===== config.mk =====
export PLATFORM = sky130hd
export DESIGN_NAME = oaid_cell
export DESIGN_NICKNAME = d
export VERILOG_FILES = /design/src/rtl/oaid_pkg.sv /design/src/rtl/oaid_cell.sv
export SDC_FILE = /design/constraint.sdc
export NUM_CORES = 1
export LEC_CHECK = 0
export ABC_AREA = 1
export ABC_CLOCK_PERIOD_IN_PS = 3450
export BUFFER_PORTS_ARGS = -buffer_cell sky130_fd_sc_hd__buf_2
export CAP_MARGIN = 5
export CORE_ASPECT_RATIO = 2
export CORE_MARGIN = 1.5
export CORE_UTILIZATION = 44
export CTS_BUF_LIST = sky130_fd_sc_hd__clkbuf_8
export DETAILED_ROUTE_END_ITERATION = 16
export GPL_TIMING_DRIVEN = 0
export PLACE_DENSITY = 0.87
export SYNTH_ARGS = -nofsm -noshare
export SYNTH_HDL_FRONTEND = slang
export SYNTH_SLANG_ARGS = --single-unit

===== constraint.sdc =====
create_clock -name clock -period 3.45 [get_ports clock]
set_clock_uncertainty 0.05 [all_clocks]
set_input_delay 0 -clock clock [delete_from_list [all_inputs] [get_ports clock]]
set_output_delay 0 -clock clock [all_outputs]
set_load 0.05 [all_outputs]

===== src/rtl/oaid_pkg.sv =====
// ----------------------------------------------------------------------------
// oaid_pkg
// Shared types and codes for the ordered array with insert, delete and search.
// ----------------------------------------------------------------------------
`default_nettype none

package oaid_pkg;

   localparam int DEPTH_DEF  = 64;
   localparam int VAL_W      = 32;
   localparam int POS_W      = 6;
   localparam int CNT_W      = 7;
   localparam int OP_W       = 2;
   localparam int ST_W       = 2;
   // match bits examined per scan cycle
   localparam int SCAN_GROUP = 8;

   localparam logic [OP_W-1:0] OP_APPEND = 2'd0;
   localparam logic [OP_W-1:0] OP_INSERT = 2'd1;
   localparam logic [OP_W-1:0] OP_DELETE = 2'd2;
   localparam logic [OP_W-1:0] OP_SEARCH = 2'd3;

   localparam logic [ST_W-1:0] ST_DONE  = 2'd0;
   localparam logic [ST_W-1:0] ST_FULL  = 2'd1;
   localparam logic [ST_W-1:0] ST_RANGE = 2'd2;
   localparam logic [ST_W-1:0] ST_MISS  = 2'd3;

   // broadcast to every cell
   typedef struct packed {
      logic ins_en;
      logic del_en;
   } cell_ctl_type;

   // scan unit back to the controller
   typedef struct packed {
      logic done;
      logic hit;
   } scan_res_type;

endpackage

`default_nettype wire


===== src/rtl/oaid_cell.sv =====
// ----------------------------------------------------------------------------
// oaid_cell
// One table entry: loads the new word, takes its lower or upper neighbor on a
// shift, and compares its entry with the search word.
// ----------------------------------------------------------------------------
`default_nettype none

module oaid_cell
   import oaid_pkg::*;
#(
   parameter int DEPTH = DEPTH_DEF,
   parameter int INDEX = 0
) (
   input  wire                                                    clock,
   input  cell_ctl_type                                           ctl,
   input  wire  [((($clog2(DEPTH+1)) > POS_W) ? $clog2(DEPTH+1) : POS_W)-1:0] pos,
   input  wire  [((($clog2(DEPTH+1)) > POS_W) ? $clog2(DEPTH+1) : POS_W)-1:0] count,
   input  wire  signed [VAL_W-1:0]                                value,
   input  wire  signed [VAL_W-1:0]                                left,
   input  wire  signed [VAL_W-1:0]                                right,
   output logic signed [VAL_W-1:0]                                entry,
   output logic                                                   match
);

   localparam int CW    = $clog2(DEPTH+1);
   localparam int CMP_W = (CW > POS_W) ? CW : POS_W;
   localparam logic [CMP_W-1:0] IDX = CMP_W'(INDEX);

   logic signed [VAL_W-1:0] entry_ff;
   logic signed [VAL_W-1:0] entry_in;
   logic [CMP_W:0]          idx_next;

   assign idx_next = {1'b0, IDX} + {{CMP_W{1'b0}}, 1'b1};

   always_comb begin
      entry_in = entry_ff;
      if (ctl.ins_en) begin
         if (IDX == pos) begin
            entry_in = value;
         end else if ((IDX > pos) && (IDX <= count)) begin
            entry_in = left;
         end
      end else if (ctl.del_en) begin
         if ((IDX >= pos) && (idx_next < {1'b0, count})) begin
            entry_in = right;
         end
      end
   end

   always_ff @(posedge clock) begin
      entry_ff <= entry_in;
   end

   assign entry = entry_ff;
   assign match = (entry_ff == value) && (IDX < count);

endmodule

`default_nettype wire


==> run summary <==
WL final = 7850 microns
drt initial violations = 97
slew margin rel. = 0.646
RSZ-0062 raised after global routing = no
fraction of layout cells with a size suffix above 1 = 0.329
Clock Tree Buf Depth = 2
post-CTS sizing = 0
first-pass GRT wire length = 12300 microns
top cells by count, synth = 97 x nand2_1, 65 x a21oi_1, 61 x nor2_1, 40 x inv_1, 32 x edfxtp_1
core area = 0.00491 sq mm
CTS buffer count = 5
largest net degree at the start of global routing = 23
Die Ht = 105 microns
post-detail-place hpwl = 5910 microns
yosys warns = 0
worst-margin pin slew = 0.531 ns
Synth area leader = edfxtp_1
Syn-to-layout area delta = 50.4%
grt ovf = 0
DR vias/cell = 4.97
required time worst endpoint = 3.40 ns
leakage = 1.72 nW
CTS root buf = clkbuf_8
Hold Crit Class = in -> reg
Distinct cells, synth = 21
CTS tree = built
Final Slew Violations = 0
Primary FF master, synth = edfxtp_1
register area share after synthesis = 0.423
Overall Global Routing Usage = 0.293
multi-input logic area = 0.00109 sq mm
final setup TNS = 0 ns
DRC errors left = 0
async set or reset register ratio after synthesis = 0
Max Clock Freq = 584 MHz
minimum clock period = 1.71 ns
Synth Register Bits = 32
Setup violations, final = 0
Final Core Density = 0.695
max_cap viols = 0
fin crit share = 0.496
Die W = 53.8 microns
I/O Buffers = 144
status = completed
Pwr Density = 265 mW/mm^2
sequential standard cell area = 961 sq um
Largest register FFs = 32
Arr. time, crit path = 1.66 ns
Synthesized Nets = 442
CTS H-tree depth = 2
final net count = 617
Post-synth EDFFs = 32
Clk pin slew, worst setup/hold paths = 0.07 ns
number of fill cells = 446
Crit Path Max Fanout = 2
clock sinks = 32
Site Rows = 36
drt wl/cell = 14.0 microns
Antenna diodes = 0
GP Congestion = 0.869
total number of vias = 2794
number of antenna violations at the first check in global routing = 0
DRT antenna net count = 0
Hold Path Depth = 3
top-count cell post-synth = nand2_1
Netlist Area Pre-Place = 0.00227 sq mm
first-pass detailed-route iteration total = 4
Max VDD drop = 0.304 mV
Worst setup SP type = register
Critical Path End Type = output port
Synth Instances = 329
total die area = 0.00563 sq mm
worst setup path class = reg -> out
syn avg cell area = 6.90 sq um
post-synth top area share = 0.423
Hold Fails Final Rpt = 0
num ports = 146
top cells by area, synth = edfxtp_1 42%, nand2_1 16%, a21oi_1 14%
Initial Util = 0.463
number of global-route vias before repair = 2864
layer usage:
layer  track usage  vias to the layer above  part of all wire
met1         0.283                     1242              0.34
met4         0.143                        0             0.040
met5             0                        -                 0
met2         0.539                      137              0.55
met3        0.0586                       26             0.065
li1              -                     1389                 -
placed cells by master, fill, tap and decap left out, types with 2 or more instances in the layout:
master,Yosys,routed
clkbuf_1,3,3
clkbuf_8,0,5
nor2_1,61,61
xnor2_1,6,6
edfxtp_1,32,32
buf_2,4,148
nand3_1,2,2
nand2_1,97,97
buf_6,2,2
clkinv_2,1,3
a21oi_1,65,64
inv_1,40,40
dlygate4sd3_1,0,23
xor2_1,4,4
buf_1,2,2
nor2_2,3,3
cell families after synthesis:
| kind of cell | Yosys count | synth area share |
|---|---|---|
| DFF | 32 | 0.423 |
| xor gates and xnor gates | 10 | 0.0386 |
| and+or+nand+nor | 167 | 0.292 |
| AOI/OAI and AO/OA | 66 | 0.145 |
| buffers and inverters | 54 | 0.101 |
area by class of cell:
cell class | count | share of cell area
timing repair buffer | 168 | 0.287
clock buffer | 5 | 0.0202
inverter | 41 | 0.0454
multi-input combinational | 243 | 0.320
buffer | 13 | 0.0216
sequential | 32 | 0.281
clock inverter | 3 | 0.00403
tap | 57 | 0.0209
metrics by stage:
stage          power [W]  instances  worst slack, ns  hold WS (ns)  area, sq um
2_1_floorplan   0.000521        329            0.907         0.175         2270
3_3_place_gp    0.000606        530           -0.126         0.261         3060
5_1_grt         0.000945        562             1.63       0.00546         3410
6_report        0.000904        562             1.74       0.00286         3410
4_1_cts         0.000915        562             1.74       0.00107         3410
3_5_place_dp    0.000613        531             1.76         0.270         3100
final timing paths:
kind                   from   endpoint  slack (ns)
setup / recovery  entry[13]      match        1.74
hold / removal    right[24]  entry[24]       0.003
what timing repair did:
item,4_1_cts,5_1_grt
hold buffers,23,0
endpoints found under the hold margin,23,0
buffers inserted,0,0
critical path, stage by stage, from the launching register on:
cell and delay (ns):
edfxtp_1 0.43, xor2_1 0.16, nor2_1 0.12, nand2_1 0.08, nor2_1 0.11, nand3_1 0.11, nor2_1 0.09, buf_2 0.27
where the power goes:
part | internal (W) | switching, W
Combinational | 0.0000980 | 0.0000949
Sequential | 0.000433 | 0.00000135
Clock | 0.000137 | 0.000140
No activity file was read; power rests on OpenSTA's default activity.
