$ cat config.mk
export PLATFORM = sky130hd
export DESIGN_NAME = oaid_scan
export DESIGN_NICKNAME = d
export VERILOG_FILES = /design/src/rtl/oaid_pkg.sv /design/src/rtl/oaid_scan.sv
export SDC_FILE = /design/constraint.sdc
export NUM_CORES = 1
export LEC_CHECK = 0
export ABC_CLOCK_PERIOD_IN_PS = 7980
export BUFFER_PORTS_ARGS = -buffer_cell sky130_fd_sc_hd__buf_4
export CORE_MARGIN = 2
export CORE_UTILIZATION = 56
export CTS_CLUSTER_SIZE = 25
export DETAILED_ROUTE_END_ITERATION = 16
export GPL_ROUTABILITY_DRIVEN = 0
export GPL_TIMING_DRIVEN = 0
export PLACE_DENSITY = 0.88
export SYNTH_ARGS = -nofsm -noshare
export SYNTH_HDL_FRONTEND = slang
export SYNTH_SLANG_ARGS = --single-unit
$ cat constraint.sdc
create_clock -name clock -period 7.98 [get_ports clock]
set_clock_uncertainty 0.15 [all_clocks]
set_input_delay 0 -clock clock [delete_from_list [all_inputs] [get_ports clock]]
set_output_delay 0 -clock clock [all_outputs]
set_load 0.05 [all_outputs]
$ cat src/rtl/oaid_pkg.sv
// ----------------------------------------------------------------------------
// oaid_pkg
// Shared types and codes for the ordered array with insert, delete and search.
// ----------------------------------------------------------------------------
`default_nettype none

package oaid_pkg;

   localparam int DEPTH_DEF  = 64;
   localparam int VAL_W      = 32;
   localparam int POS_W      = 6;
   localparam int CNT_W      = 7;
   localparam int OP_W       = 2;
   localparam int ST_W       = 2;
   // match bits examined per scan cycle
   localparam int SCAN_GROUP = 8;

   localparam logic [OP_W-1:0] OP_APPEND = 2'd0;
   localparam logic [OP_W-1:0] OP_INSERT = 2'd1;
   localparam logic [OP_W-1:0] OP_DELETE = 2'd2;
   localparam logic [OP_W-1:0] OP_SEARCH = 2'd3;

   localparam logic [ST_W-1:0] ST_DONE  = 2'd0;
   localparam logic [ST_W-1:0] ST_FULL  = 2'd1;
   localparam logic [ST_W-1:0] ST_RANGE = 2'd2;
   localparam logic [ST_W-1:0] ST_MISS  = 2'd3;

   // broadcast to every cell
   typedef struct packed {
      logic ins_en;
      logic del_en;
   } cell_ctl_type;

   // scan unit back to the controller
   typedef struct packed {
      logic done;
      logic hit;
   } scan_res_type;

endpackage

`default_nettype wire

$ cat src/rtl/oaid_scan.sv
// ----------------------------------------------------------------------------
// oaid_scan
// Lowest-match finder: takes the match bits of all cells and walks them a
// group at a time from position zero up to the fill count.
// ----------------------------------------------------------------------------
`default_nettype none

module oaid_scan
   import oaid_pkg::*;
#(
   parameter int DEPTH = DEPTH_DEF
) (
   input  wire                                                     clock,
   input  wire                                                     start,
   input  wire  [DEPTH-1:0]                                        match,
   input  wire  [$clog2(DEPTH+1)-1:0]                              count,
   output scan_res_type                                            res,
   output logic [$clog2(((DEPTH+SCAN_GROUP-1)/SCAN_GROUP)*SCAN_GROUP
                        + SCAN_GROUP + 1)-1:0]                     idx
);

   localparam int CW = $clog2(DEPTH+1);
   localparam int NG = (DEPTH + SCAN_GROUP - 1) / SCAN_GROUP;
   localparam int MW = NG * SCAN_GROUP;
   localparam int BW = $clog2(MW + SCAN_GROUP + 1);
   localparam int FW = $clog2(SCAN_GROUP);

   logic [MW-1:0]         match_ff;
   logic [MW-1:0]         match_in;
   logic [BW-1:0]         base_ff;
   logic [BW-1:0]         base_in;
   logic [SCAN_GROUP-1:0] low;
   logic [FW-1:0]         first;
   logic [BW-1:0]         base_next;
   logic                  hit;
   logic                  done;

   assign low       = match_ff[SCAN_GROUP-1:0];
   assign hit       = |low;
   assign base_next = base_ff + BW'(SCAN_GROUP);
   assign done      = hit || (base_next >= BW'(count));

   // lowest set bit of the group; descending so the lowest wins
   always_comb begin
      first = '0;
      for (int b = SCAN_GROUP - 1; b >= 0; b--) begin
         if (low[b]) begin
            first = FW'(b);
         end
      end
   end

   always_comb begin
      match_in = match_ff;
      base_in  = base_ff;
      if (start) begin
         match_in = MW'(match);
         base_in  = '0;
      end else if (!done) begin
         match_in = match_ff >> SCAN_GROUP;
         base_in  = base_next;
      end
   end

   always_ff @(posedge clock) begin
      match_ff <= match_in;
      base_ff  <= base_in;
   end

   assign res.done = done;
   assign res.hit  = hit;
   assign idx      = base_ff + BW'(first);

endmodule

`default_nettype wire

==> results of run 1 <==
==> worst reg2reg max path, delay by kind of cell, from the launching register on <==
family	cells	cell delay [ps]
and+or+nand+nor	4	1300
adders and majority gates	1	310
xor gates and xnor gates	1	160
buffers and inverters	1	300
DFF	1	410
AOI/OAI and AO/OA	1	200
==> cell type report <==
| type | instances | area (um2) | share of cell area (%) |
|---|---|---|---|
| Timing Repair Buffer | 146 | 1270 | 27.7 |
| Buffer | 10 | 45.0 | 0.980 |
| Inverter | 8 | 30.0 | 0.654 |
| Clock buffer | 11 | 131 | 2.86 |
| Clock inverter | 4 | 17.5 | 0.381 |
| Tap cell | 72 | 90.1 | 1.96 |
| Multi-Input combinational cell | 106 | 1010 | 21.9 |
| Sequential cell | 68 | 2000 | 43.6 |
==> cell usage after synthesis <==
library cell | number | area share, %
edfxtp_1 | 64 | 62
mux2_2 | 56 | 20
and2_1 | 8 | 1.6
clkbuf_1 | 8 | 0.97
inv_1 | 8 | 0.97
a21oi_1 | 6 | 0.97
ha_1 | 5 | 2.0
dfxtp_1 | 4 | 2.6
nor2_1 | 4 | 0.49
nand2_1 | 3 | 0.37
nand2b_1 | 3 | 0.61
nor3_1 | 3 | 0.49
buf_4 | 2 | 0.49
nand3_1 | 2 | 0.32
nor4_4 | 2 | 1.4
o31ai_1 | 2 | 0.49
or4_1 | 2 | 0.49
and2b_2 | 1 | 0.28
mux2_1 | 1 | 0.37
mux2i_1 | 1 | 0.32
nand4b_1 | 1 | 0.28
o21bai_1 | 1 | 0.24
o22ai_2 | 1 | 0.41
or2_2 | 1 | 0.20
or3b_1 | 1 | 0.28
xnor2_1 | 1 | 0.28
xor2_1 | 1 | 0.28
==> cells in the final DEF (no fill, tap or decap) <==
master,count
inv_1,8
o21bai_1,1
or3b_1,1
clkbuf_8,9
dlygate4sd3_1,65
nand2_1,3
buf_12,1
and2b_2,1
nand2b_1,3
nor4_4,2
buf_4,82
clkbuf_1,10
xnor2_1,1
clkinv_2,2
or2_2,1
and2_1,8
nand3_1,2
edfxtp_1,64
clkinv_1,2
nor3_1,3
mux2_1,1
or4_1,2
nand4b_1,1
dfxtp_1,4
o22ai_2,1
a21oi_1,6
o31ai_1,2
nor2_1,4
ha_1,5
mux2_2,56
mux2i_1,1
xor2_1,1
==> metrics by stage <==
step	setup slack (ps)	instances	cell area, um2	hold WS [ps]
after floorplan	4670	192	3080	53.8
after global placement	4600	344	3770	134
after detailed placement	4870	345	3790	138
after CTS	4860	425	4590	104
after global routing	4610	425	4590	165
final	4830	425	4590	115
==> registers in the layout, summed over array words and instances (netlist names) <==
| name | flops |
|---|---|
| base_ff | 4 |
| match_ff | 64 |
==> per-layer routing <==
metal	vias to the layer above	track usage [%]
li1	1035	-
met1	1034	25.9
met2	66	40.7
met3	7	5.17
met4	0	10.0
met5	-	0
==> worst paths after layout <==
kind,start,endpoint,slack (ps),cells after the start
setup / recovery,base_ff[5],match_ff[40],4830,8
hold / removal,count[1],base_ff[5],120,5
setup reg to reg,base_ff[5],match_ff[40],4830,8
hold reg to reg,base_ff[4],base_ff[4],380,2
==> logic make-up (layout without fill, tap and decap cells) <==
kind of cell / Yosys count / after routing / synth area share [%]
AO/OA/AOI/OAI: 10 / 10 / 2.11
XOR/XNOR: 2 / 2 / 0.568
adder cells (fa/ha/maj): 5 / 5 / 2.03
buffers and inverters: 18 / 179 / 2.43
flip-flops: 68 / 68 / 64.9
multiplexers: 58 / 58 / 21.1
AND/OR/NAND/NOR: 31 / 31 / 6.82
==> report_power, final <==
part	internal, uW	switching (uW)
Clock	108	123
Combinational	71.7	39.5
Sequential	420	8.57
Total	599	171
==> repair_timing <==
item / CTS / global route
endpoints found under the setup margin: 0 / 0
hold buffers: 65 / 0
buffers inserted: 0 / 0
endpoints found under the hold margin: 65 / 0
==> flow_summary.ini, run 1 <==
[clock_network]
cts.sinks = 68
clockBufferDepth = 2
clkTransAtPathRegs_ps = 70
root_buffer = clkbuf_8
cts_tree = yes
clkLatencyLatePin_ps = 340
cts_buffers = 9
cts_resized = 0
cts_max_level = 3

[grt]
grt_max_degree = 37
grt_pass1_vias = 2187
grt_overflow = 0
grt_pass1_wl_um = 10400
antenna_found_initial = 0
grtUsageTotal_pct = 22.7

[route]
wl_met1_um = 2570
drt_iter0_drc = 105
drt_pass1_iterations = 4
drc = 0
vias = 2142
drt-total-wl_um = 6590
routed.top_layer = met4
antenna_left = 0
via_per_inst = 5.04
wl_per_cell_um = 15.5
wl_met3_um = 363
wl_met2_um = 3590

[synthesis]
seq_area_frac_synth_pct = 64.9
syn_avg_cell_area_um2 = 16.1
ys_seq_elements = 68
netlist_area_um2 = 3080
netlist_instances = 192
syn_nets = 270
post_synth_num_cell_types = 27
ys_warn_count = 0

[placed_design]
port_buffers = 80
detailed_place_hpwl_um = 3890

[sta]
clock.fmax_mhz = 317
fin_crit_sh_pct = 39.5
tightest_slew_ps = 687
hold_violations = 0
fin_tns_setup_ps = 0
drv_slew = 0
min_period_ps = 3150
slew-limit-headroom_pct = 54.2
setup_viol = 0
rsz0062_at_grt = false

[run]
maxCapViolations = 0

[setup_path]
critical_path.most_common_cell = nand3_1
crit_path_end_kind = register
slowest_stage = or2_2
slowest_delay_ps = 640
critPathLaunchType = register
cp_cell_sequence = nand3_1, xnor2_1, ha_1, a21oi_1, nand3_1, nor2_1, or2_2, buf_12
required_ps = 7860
worstPathArrival_ps = 3040
crit_type = reg2reg
critPathTopFamily = simple AND/OR/NAND/NOR gates
critPathBufInv = 1
worstPathMaxFanout = 36

[floorplanning]
die_h_um = 78.2
initial_core_util_pct = 57.1
rows = 27
core-area_um2 = 5410
die_w_um = 78.2
io_pins = 82
dieArea_um2 = 6120

[power_and_ir_drop]
finalPower_uw = 771
leakagePower_uw = 0.00182
power_density_nw_per_um2 = 168
peakVddDrop_mv = 0.187

[final_layout]
final_nets = 427
area_delta_synth_final_pct = 49.0
antenna_cells = 0
layout-drive-gt1-share_pct = 43.9
nFillCells = 280
fin_util_pct = 85.0

[run_status]
status = complete, no violations

[hold_path]
hp-class = in2reg
Power figures use the tool's default switching activity.
==> inputs of run 2 (changes only) <==
--- a/config.mk
+++ b/config.mk
@@ -5,15 +5,15 @@
 export SDC_FILE = /design/constraint.sdc
 export NUM_CORES = 1
 export LEC_CHECK = 0
-export ABC_CLOCK_PERIOD_IN_PS = 7980
+export ABC_CLOCK_PERIOD_IN_PS = 2900
 export BUFFER_PORTS_ARGS = -buffer_cell sky130_fd_sc_hd__buf_4
 export CORE_MARGIN = 2
-export CORE_UTILIZATION = 56
+export CORE_UTILIZATION = 52
 export CTS_CLUSTER_SIZE = 25
 export DETAILED_ROUTE_END_ITERATION = 16
 export GPL_ROUTABILITY_DRIVEN = 0
 export GPL_TIMING_DRIVEN = 0
-export PLACE_DENSITY = 0.88
+export PLACE_DENSITY = 0.83
 export SYNTH_ARGS = -nofsm -noshare
 export SYNTH_HDL_FRONTEND = slang
 export SYNTH_SLANG_ARGS = --single-unit
==> constraint.sdc (replaced) <==
create_clock -name clock -period 2.9 [get_ports clock]
set_clock_uncertainty 0.15 [all_clocks]
set_input_delay 0 -clock clock [delete_from_list [all_inputs] [get_ports clock]]
set_output_delay 0 -clock clock [all_outputs]
set_load 0.05 [all_outputs]
==> run 2 against run 1 <==
Net effect: clock-buffer cell count unchanged; utilization down 6.0 points; critical path depth down 1; sequential power rose to 2.8 times the previous value; maximum frequency grew 17%; routed wire length decreased by 1.8%; combinational power increased to 2.7 times the previous value; non-clock buffer count shrank 2; hold slack worse by 91 ps; critical path type unchanged; critical endpoint is now match_ff[22]; largest power group unchanged.
==> flow_summary.ini, run 2 (synthesis results as in run 1) <==
[sta]
hold_violations = 0
setup_viol = 0
slew-limit-headroom_pct = 56.0
fin_crit_sh_pct = 93.0
clock.fmax_mhz = 371
tightest_slew_ps = 661
setup_ws_ps = 202
holdWs_ps = 24.1
rsz0062_at_grt = false
drv_slew = 0
min_period_ps = 2700

[placed_design]
detailed_place_hpwl_um = 3960
port_buffers = 80
pre_cts_ws_ps = -69.0

[clock_network]
clockBufferDepth = 2
cts.sinks = 68
clkTransAtPathRegs_ps = 70
root_buffer = clkbuf_8
cts_buffers = 9
cts_max_level = 3
cts_tree = yes
clkLatencyLatePin_ps = 320

[setup_path]
worstPathMaxFanout = 32
critPathBufInv = 0
worstPathArrival_ps = 2520
slowest_stage = or2_4
critical_path.most_common_cell = nand3_1
crit_path_end_kind = register
slowest_delay_ps = 490
cp_cell_sequence = nand3_1, xnor2_1, ha_1, a21oi_1, nand3_1, nor2_2, or2_4
crit_type = reg2reg
required_ps = 2720
critPathLaunchType = register
critPathTopFamily = simple AND/OR/NAND/NOR gates

[floorplanning]
core-area_um2 = 5820
dieArea_um2 = 6560
initial_core_util_pct = 53.0
io_pins = 82
rows = 28
die_w_um = 81.0
die_h_um = 81.0

[power_and_ir_drop]
peakVddDrop_mv = 0.363
finalPower_uw = 2100
power.switching_uw = 456
combPwrFrac_pct = 14.4
seq_power_share_pct = 56.0
clkPwrFrac_pct = 29.6
swShare_pct = 21.7
internal_power_uw = 1650
power_density_nw_per_um2 = 458
leakagePower_uw = 0.00182

[route]
drt_pass1_iterations = 4
vias = 2169
drc = 0
via_per_inst = 5.07
antenna_left = 0
drt_iter0_drc = 83
drt-total-wl_um = 6470
wl_per_cell_um = 15.1

[final_layout]
largest_reg_flops = 64
top_regs = match_ff: 64 flops, base_ff: 4 flops
area_delta_synth_final_pct = 48.9
regMostFlops = match_ff
layout-drive-gt1-share_pct = 45.3
antenna_cells = 0
final_nets = 427
layout_commonest_cell = buf_4
layout_common_cells = buf_4, dlygate4sd3_1, edfxtp_1, mux2_2, clkbuf_1

[grt]
grt_pass1_vias = 2242
grt_overflow = 0
antenna_found_initial = 0
grtUsageTotal_pct = 20.8
grt_max_degree = 33
grt_pass1_wl_um = 10000

[run_status]
status = complete, no violations

[run]
maxCapViolations = 0

[hold_path]
hp-class = in2reg
[run 2: timing repair]
action                                  in CTS  in global routing
endpoints found under the hold margin       64                  0
endpoints found under the setup margin      64                 64
gates cloned                                 1                  1
hold buffers                                64                  0
resized for setup                            1                  1
buffers inserted                             0                  0
[run 2: worst paths after layout]
kind              startpoint           end  slack [ps]  cells after the start
setup / recovery  base_ff[5]  match_ff[22]         200                      7
hold / removal         start    base_ff[4]          20                      3
setup reg to reg  base_ff[5]  match_ff[22]         200                      7
hold reg to reg   base_ff[5]    base_ff[5]         370                      2
[run 2: through the flow]
step	std cells	util (%)	TNS, ps	instance area [um2]
3_5_place_dp	347	65.1	-4260	3780
2_1_floorplan	192	-	0	3090
6_report	428	79.0	0	4590
4_1_cts	427	78.8	0	4580
3_3_place_gp	347	65.1	-837	3780
5_1_grt	428	79.0	0	4590
[run 2: area by class of cell]
class / instances / area (um2)
buffer: 10 / 45.0
clock buffer: 11 / 131
clock inverter: 4 / 17.5
fill: 352 / 1220
inverter: 8 / 30.0
multi-input combinational: 108 / 1030
sequential: 68 / 2010
tap: 75 / 93.8
timing repair buffer: 144 / 1240
[run 2: worst register-to-register path, stage by stage (launching register included)]
cell	delay [ps]
dfxtp_2	380
nand3_1	150
xnor2_1	160
ha_1	300
a21oi_1	200
nand3_1	180
nor2_2	340
or2_4	490
[run 2: layer usage]
metal | vias up | wire length [um] | track usage [%]
met4 | 0 | 53 | 7.80
li1 | 1037 | - | -
met2 | 70 | 3580 | 40.8
met5 | - | 0 | 0
met3 | 8 | 295 | 3.56
met1 | 1054 | 2540 | 22.0
[run 2: power groups by stage]
stage / Combinational (uW) / Sequential [uW] / Clock, uW
CTS: 300 / 1180 / 632
finish: 303 / 1180 / 623
global route: 327 / 1180 / 671
global placement: 220 / 1200 / 0
detailed placement: 227 / 1200 / 0
floorplan: 127 / 1190 / 0
==> inputs of run 3 (changes only) <==
--- a/config.mk
+++ b/config.mk
@@ -5,15 +5,17 @@
 export SDC_FILE = /design/constraint.sdc
 export NUM_CORES = 1
 export LEC_CHECK = 0
+export ABC_AREA = 1
 export ABC_CLOCK_PERIOD_IN_PS = 2900
 export BUFFER_PORTS_ARGS = -buffer_cell sky130_fd_sc_hd__buf_4
 export CORE_MARGIN = 2
-export CORE_UTILIZATION = 52
+export CORE_UTILIZATION = 53
 export CTS_CLUSTER_SIZE = 25
 export DETAILED_ROUTE_END_ITERATION = 16
 export GPL_ROUTABILITY_DRIVEN = 0
 export GPL_TIMING_DRIVEN = 0
-export PLACE_DENSITY = 0.83
+export PLACE_DENSITY = 0.84
+export SLEW_MARGIN = 20
 export SYNTH_ARGS = -nofsm -noshare
 export SYNTH_HDL_FRONTEND = slang
 export SYNTH_SLANG_ARGS = --single-unit
==> run 3 against run 2 <==
Net effect: non-clock buffer count increased by 8; clock power increased by 18%; via count increased by 30%; sequential share of layout area decreased by 1.6 points; combinational power increased by 8.6%; critical path depth increased by 5; critical path type is now reg2out; largest power group unchanged.
==> flow_summary.ini, run 3 <==
[grt]
grt_pass1_vias = 2832
use_met3_pct = 5.78
grt_max_degree = 65
grt_pass1_wl_um = 12600
gr-usage-met2_pct = 48.7
busiest_layer = met2
met1_usage_pct = 26.3
grt_overflow = 0
grtUsageTotal_pct = 25.8
antenna_found_initial = 0

[setup_path]
worstPathMaxFanout = 7
critPathLaunchType = register
crit_start = base_ff[3]
crit_path_end = res[1]
r2r_setup_slack_ps = 160
ff2ff_path_depth = 11
crit_path_end_kind = output port
slowest_stage = dfxtp_1
crit_type = reg2out
reg2reg_to = match_ff[15]
slowest_delay_ps = 460
cp_cell_sequence = ha_1, xnor2_1, inv_1, ha_1, nand2_1, nor2_1, nand2_1, nand2_1, nor2_4, inv_1, buf_4, buf_4
r2r_start = base_ff[3]
critical_path.most_common_cell = nand2_1
worstPathArrival_ps = 2670
required_ps = 2750

[floorplanning]
rows = 28
die_h_um = 81.4
io_pins = 82
dieArea_um2 = 6620
core-area_um2 = 5850
die_w_um = 81.4
initial_core_util_pct = 54.2

[synthesis]
synth_edf_count = 64
synth_top_family_by_area = simple AND/OR/NAND/NOR gates
synth.largest_area_cell = edfxtp_1
synth_common_cells = nand2_1, edfxtp_1, inv_1, nor2_1, buf_2
syn_avg_cell_area_um2 = 9.25
yosysMostFrequentCell = nand2_1
synth_top_area_share_pct = 60.6
synth-main-ff-cell = edfxtp_1
netlist_area_um2 = 3170
yosys.area_share.simple_pct = 27.8
yosys-mux-area-fraction_pct = 0
synthXorXnorAreaFrac_pct = 0.276
ys_warn_count = 0
synthArstFlopShare_pct = 0
synthTopCellsByArea = edfxtp_1, nand2_1, inv_1
synthAdderAreaFrac_pct = 1.97
syn_nets = 421
seq_area_frac_synth_pct = 63.1
ys_seq_elements = 68
post_synth_num_cell_types = 22
netlist_instances = 343
synth_compound_area_share_pct = 1.26

[clock_network]
cts_buffers = 9
clockBufferDepth = 2
clkTransAtPathRegs_ps = 70
postCtsSetupBuffers = 0
cts.sinks = 68
cts_max_level = 3
root_buffer = clkbuf_8
cts_tree = yes
clkLatencyLatePin_ps = 340

[sta]
fin_tns_setup_ps = 0
hold_violations = 0
slew-limit-headroom_pct = 45.6
min_period_ps = 2820
clock.fmax_mhz = 354
drv_slew = 0
fin_crit_sh_pct = 97.3
tightest_slew_ps = 816
setup_viol = 0
rsz0062_at_grt = true

[final_layout]
top_regs = match_ff: 64 flops, base_ff: 4 flops
regMostFlops = match_ff
layout-drive-gt1-share_pct = 22.7
layout_commonest_cell = nand2_1
layout_common_cells = nand2_1, buf_4, dlygate4sd3_1, edfxtp_1, inv_1
antenna_cells = 0
largest_reg_flops = 64
nFillCells = 340
final_nets = 580
area_delta_synth_final_pct = 49.8

[power_and_ir_drop]
power_density_nw_per_um2 = 472
finalPower_uw = 2250
leakagePower_uw = 0.00231
peakVddDrop_mv = 0.381

[route]
drt-total-wl_um = 7970
wl_per_cell_um = 13.7
drc = 0
vias = 2818
drt_pass1_iterations = 4
via_per_inst = 4.84
drt_iter0_drc = 147
antenna_left = 0

[placed_design]
detailed_place_hpwl_um = 4500
port_buffers = 81

[run_status]
status = complete, no violations

[run]
maxCapViolations = 0

[hold_path]
holdPathStages = 8
hp-class = in2reg
-- run 3: cell count changes after synthesis, moves of 3 or more --
cell / previous run / this run
and2_1: 8 / 0
buf_2: 0 / 7
inv_1: 8 / 27
mux2_2: 56 / 0
nand2_1: 3 / 193
nand2b_1: 3 / 0
nand4_1: 0 / 5
nor2_1: 4 / 11
nor2_2: 0 / 4
nor3_1: 3 / 0
-- run 3: final cells by class --
type | instances | area [um2] | area share (%)
plain buffers | 15 | 72.6 | 1.53
clock buffers | 9 | 124 | 2.61
clock inverters | 7 | 57.6 | 1.21
inverters | 28 | 105 | 2.21
multi-input cells | 233 | 1030 | 21.7
flip-flops and latches | 68 | 2000 | 42.1
well taps | 75 | 93.8 | 1.97
repair buffers | 147 | 1270 | 26.7
-- run 3: what timing repair did --
action / in CTS / in global routing
setup endpoints to repair: 0 / 64
hold endpoints to repair: 66 / 0
hold buffers: 66 / 0
resized for setup: 0 / 1
-- run 3: logic make-up after synthesis --
logic type                 count (synthesis)
and+or+nand+nor                          219
AOI/OAI and AO/OA                          7
adders and majority gates                  5
buffers and inverters                     43
DFF                                       68
xor gates and xnor gates                   1
-- run 3: power by group --
part | leakage (uW) | switching, uW | internal, uW
clock | 0.0000976 | 352 | 385
sequential | 0.000671 | 23.1 | 1160
combinational | 0.00154 | 157 | 172
total | 0.00231 | 532 | 1710
-- run 3: critical path: cells and delay by family, from the launching register on --
family	cells	cell delay, ps
buf+inv	4	700
simple gates	5	550
fa+ha+maj	2	470
flops	1	460
xor+xnor	1	140
-- run 3: worst min-delay path by stage --
| stage | startpoint | to | slack, ps |
|---|---|---|---|
| floorplan | match[56] | match_ff[56] | 20 |
| global placement | match[59] | match_ff[59] | 100 |
| detailed placement | match[60] | match_ff[60] | 110 |
| CTS | count[1] | base_ff[4] | 70 |
| global route | count[1] | base_ff[4] | 150 |
| finish | count[1] | base_ff[4] | 100 |
-- run 3: metrics by stage --
step | cell area, um2 | instances | hold WS (ps) | utilization [%] | setup slack (ps)
2_1_floorplan | 3190 | 343 | 22.6 | - | 128
3_3_place_gp | 3890 | 499 | 104 | 66.5 | 223
3_5_place_dp | 3890 | 499 | 111 | 66.5 | 140
4_1_cts | 4730 | 581 | 66.6 | 80.9 | 129
5_1_grt | 4750 | 582 | 155 | 81.2 | -46.9
6_report | 4750 | 582 | 99.2 | 81.2 | 78.9
-- run 3: metal layers --
metal  share of wire, %  vias to the layer above  wire [um]
met3                6.0                       23        477
met5                  0                        -          0
met4                2.7                        0        215
li1                   -                     1404          -
met1                 36                     1283       2880
met2                 55                      108       4390
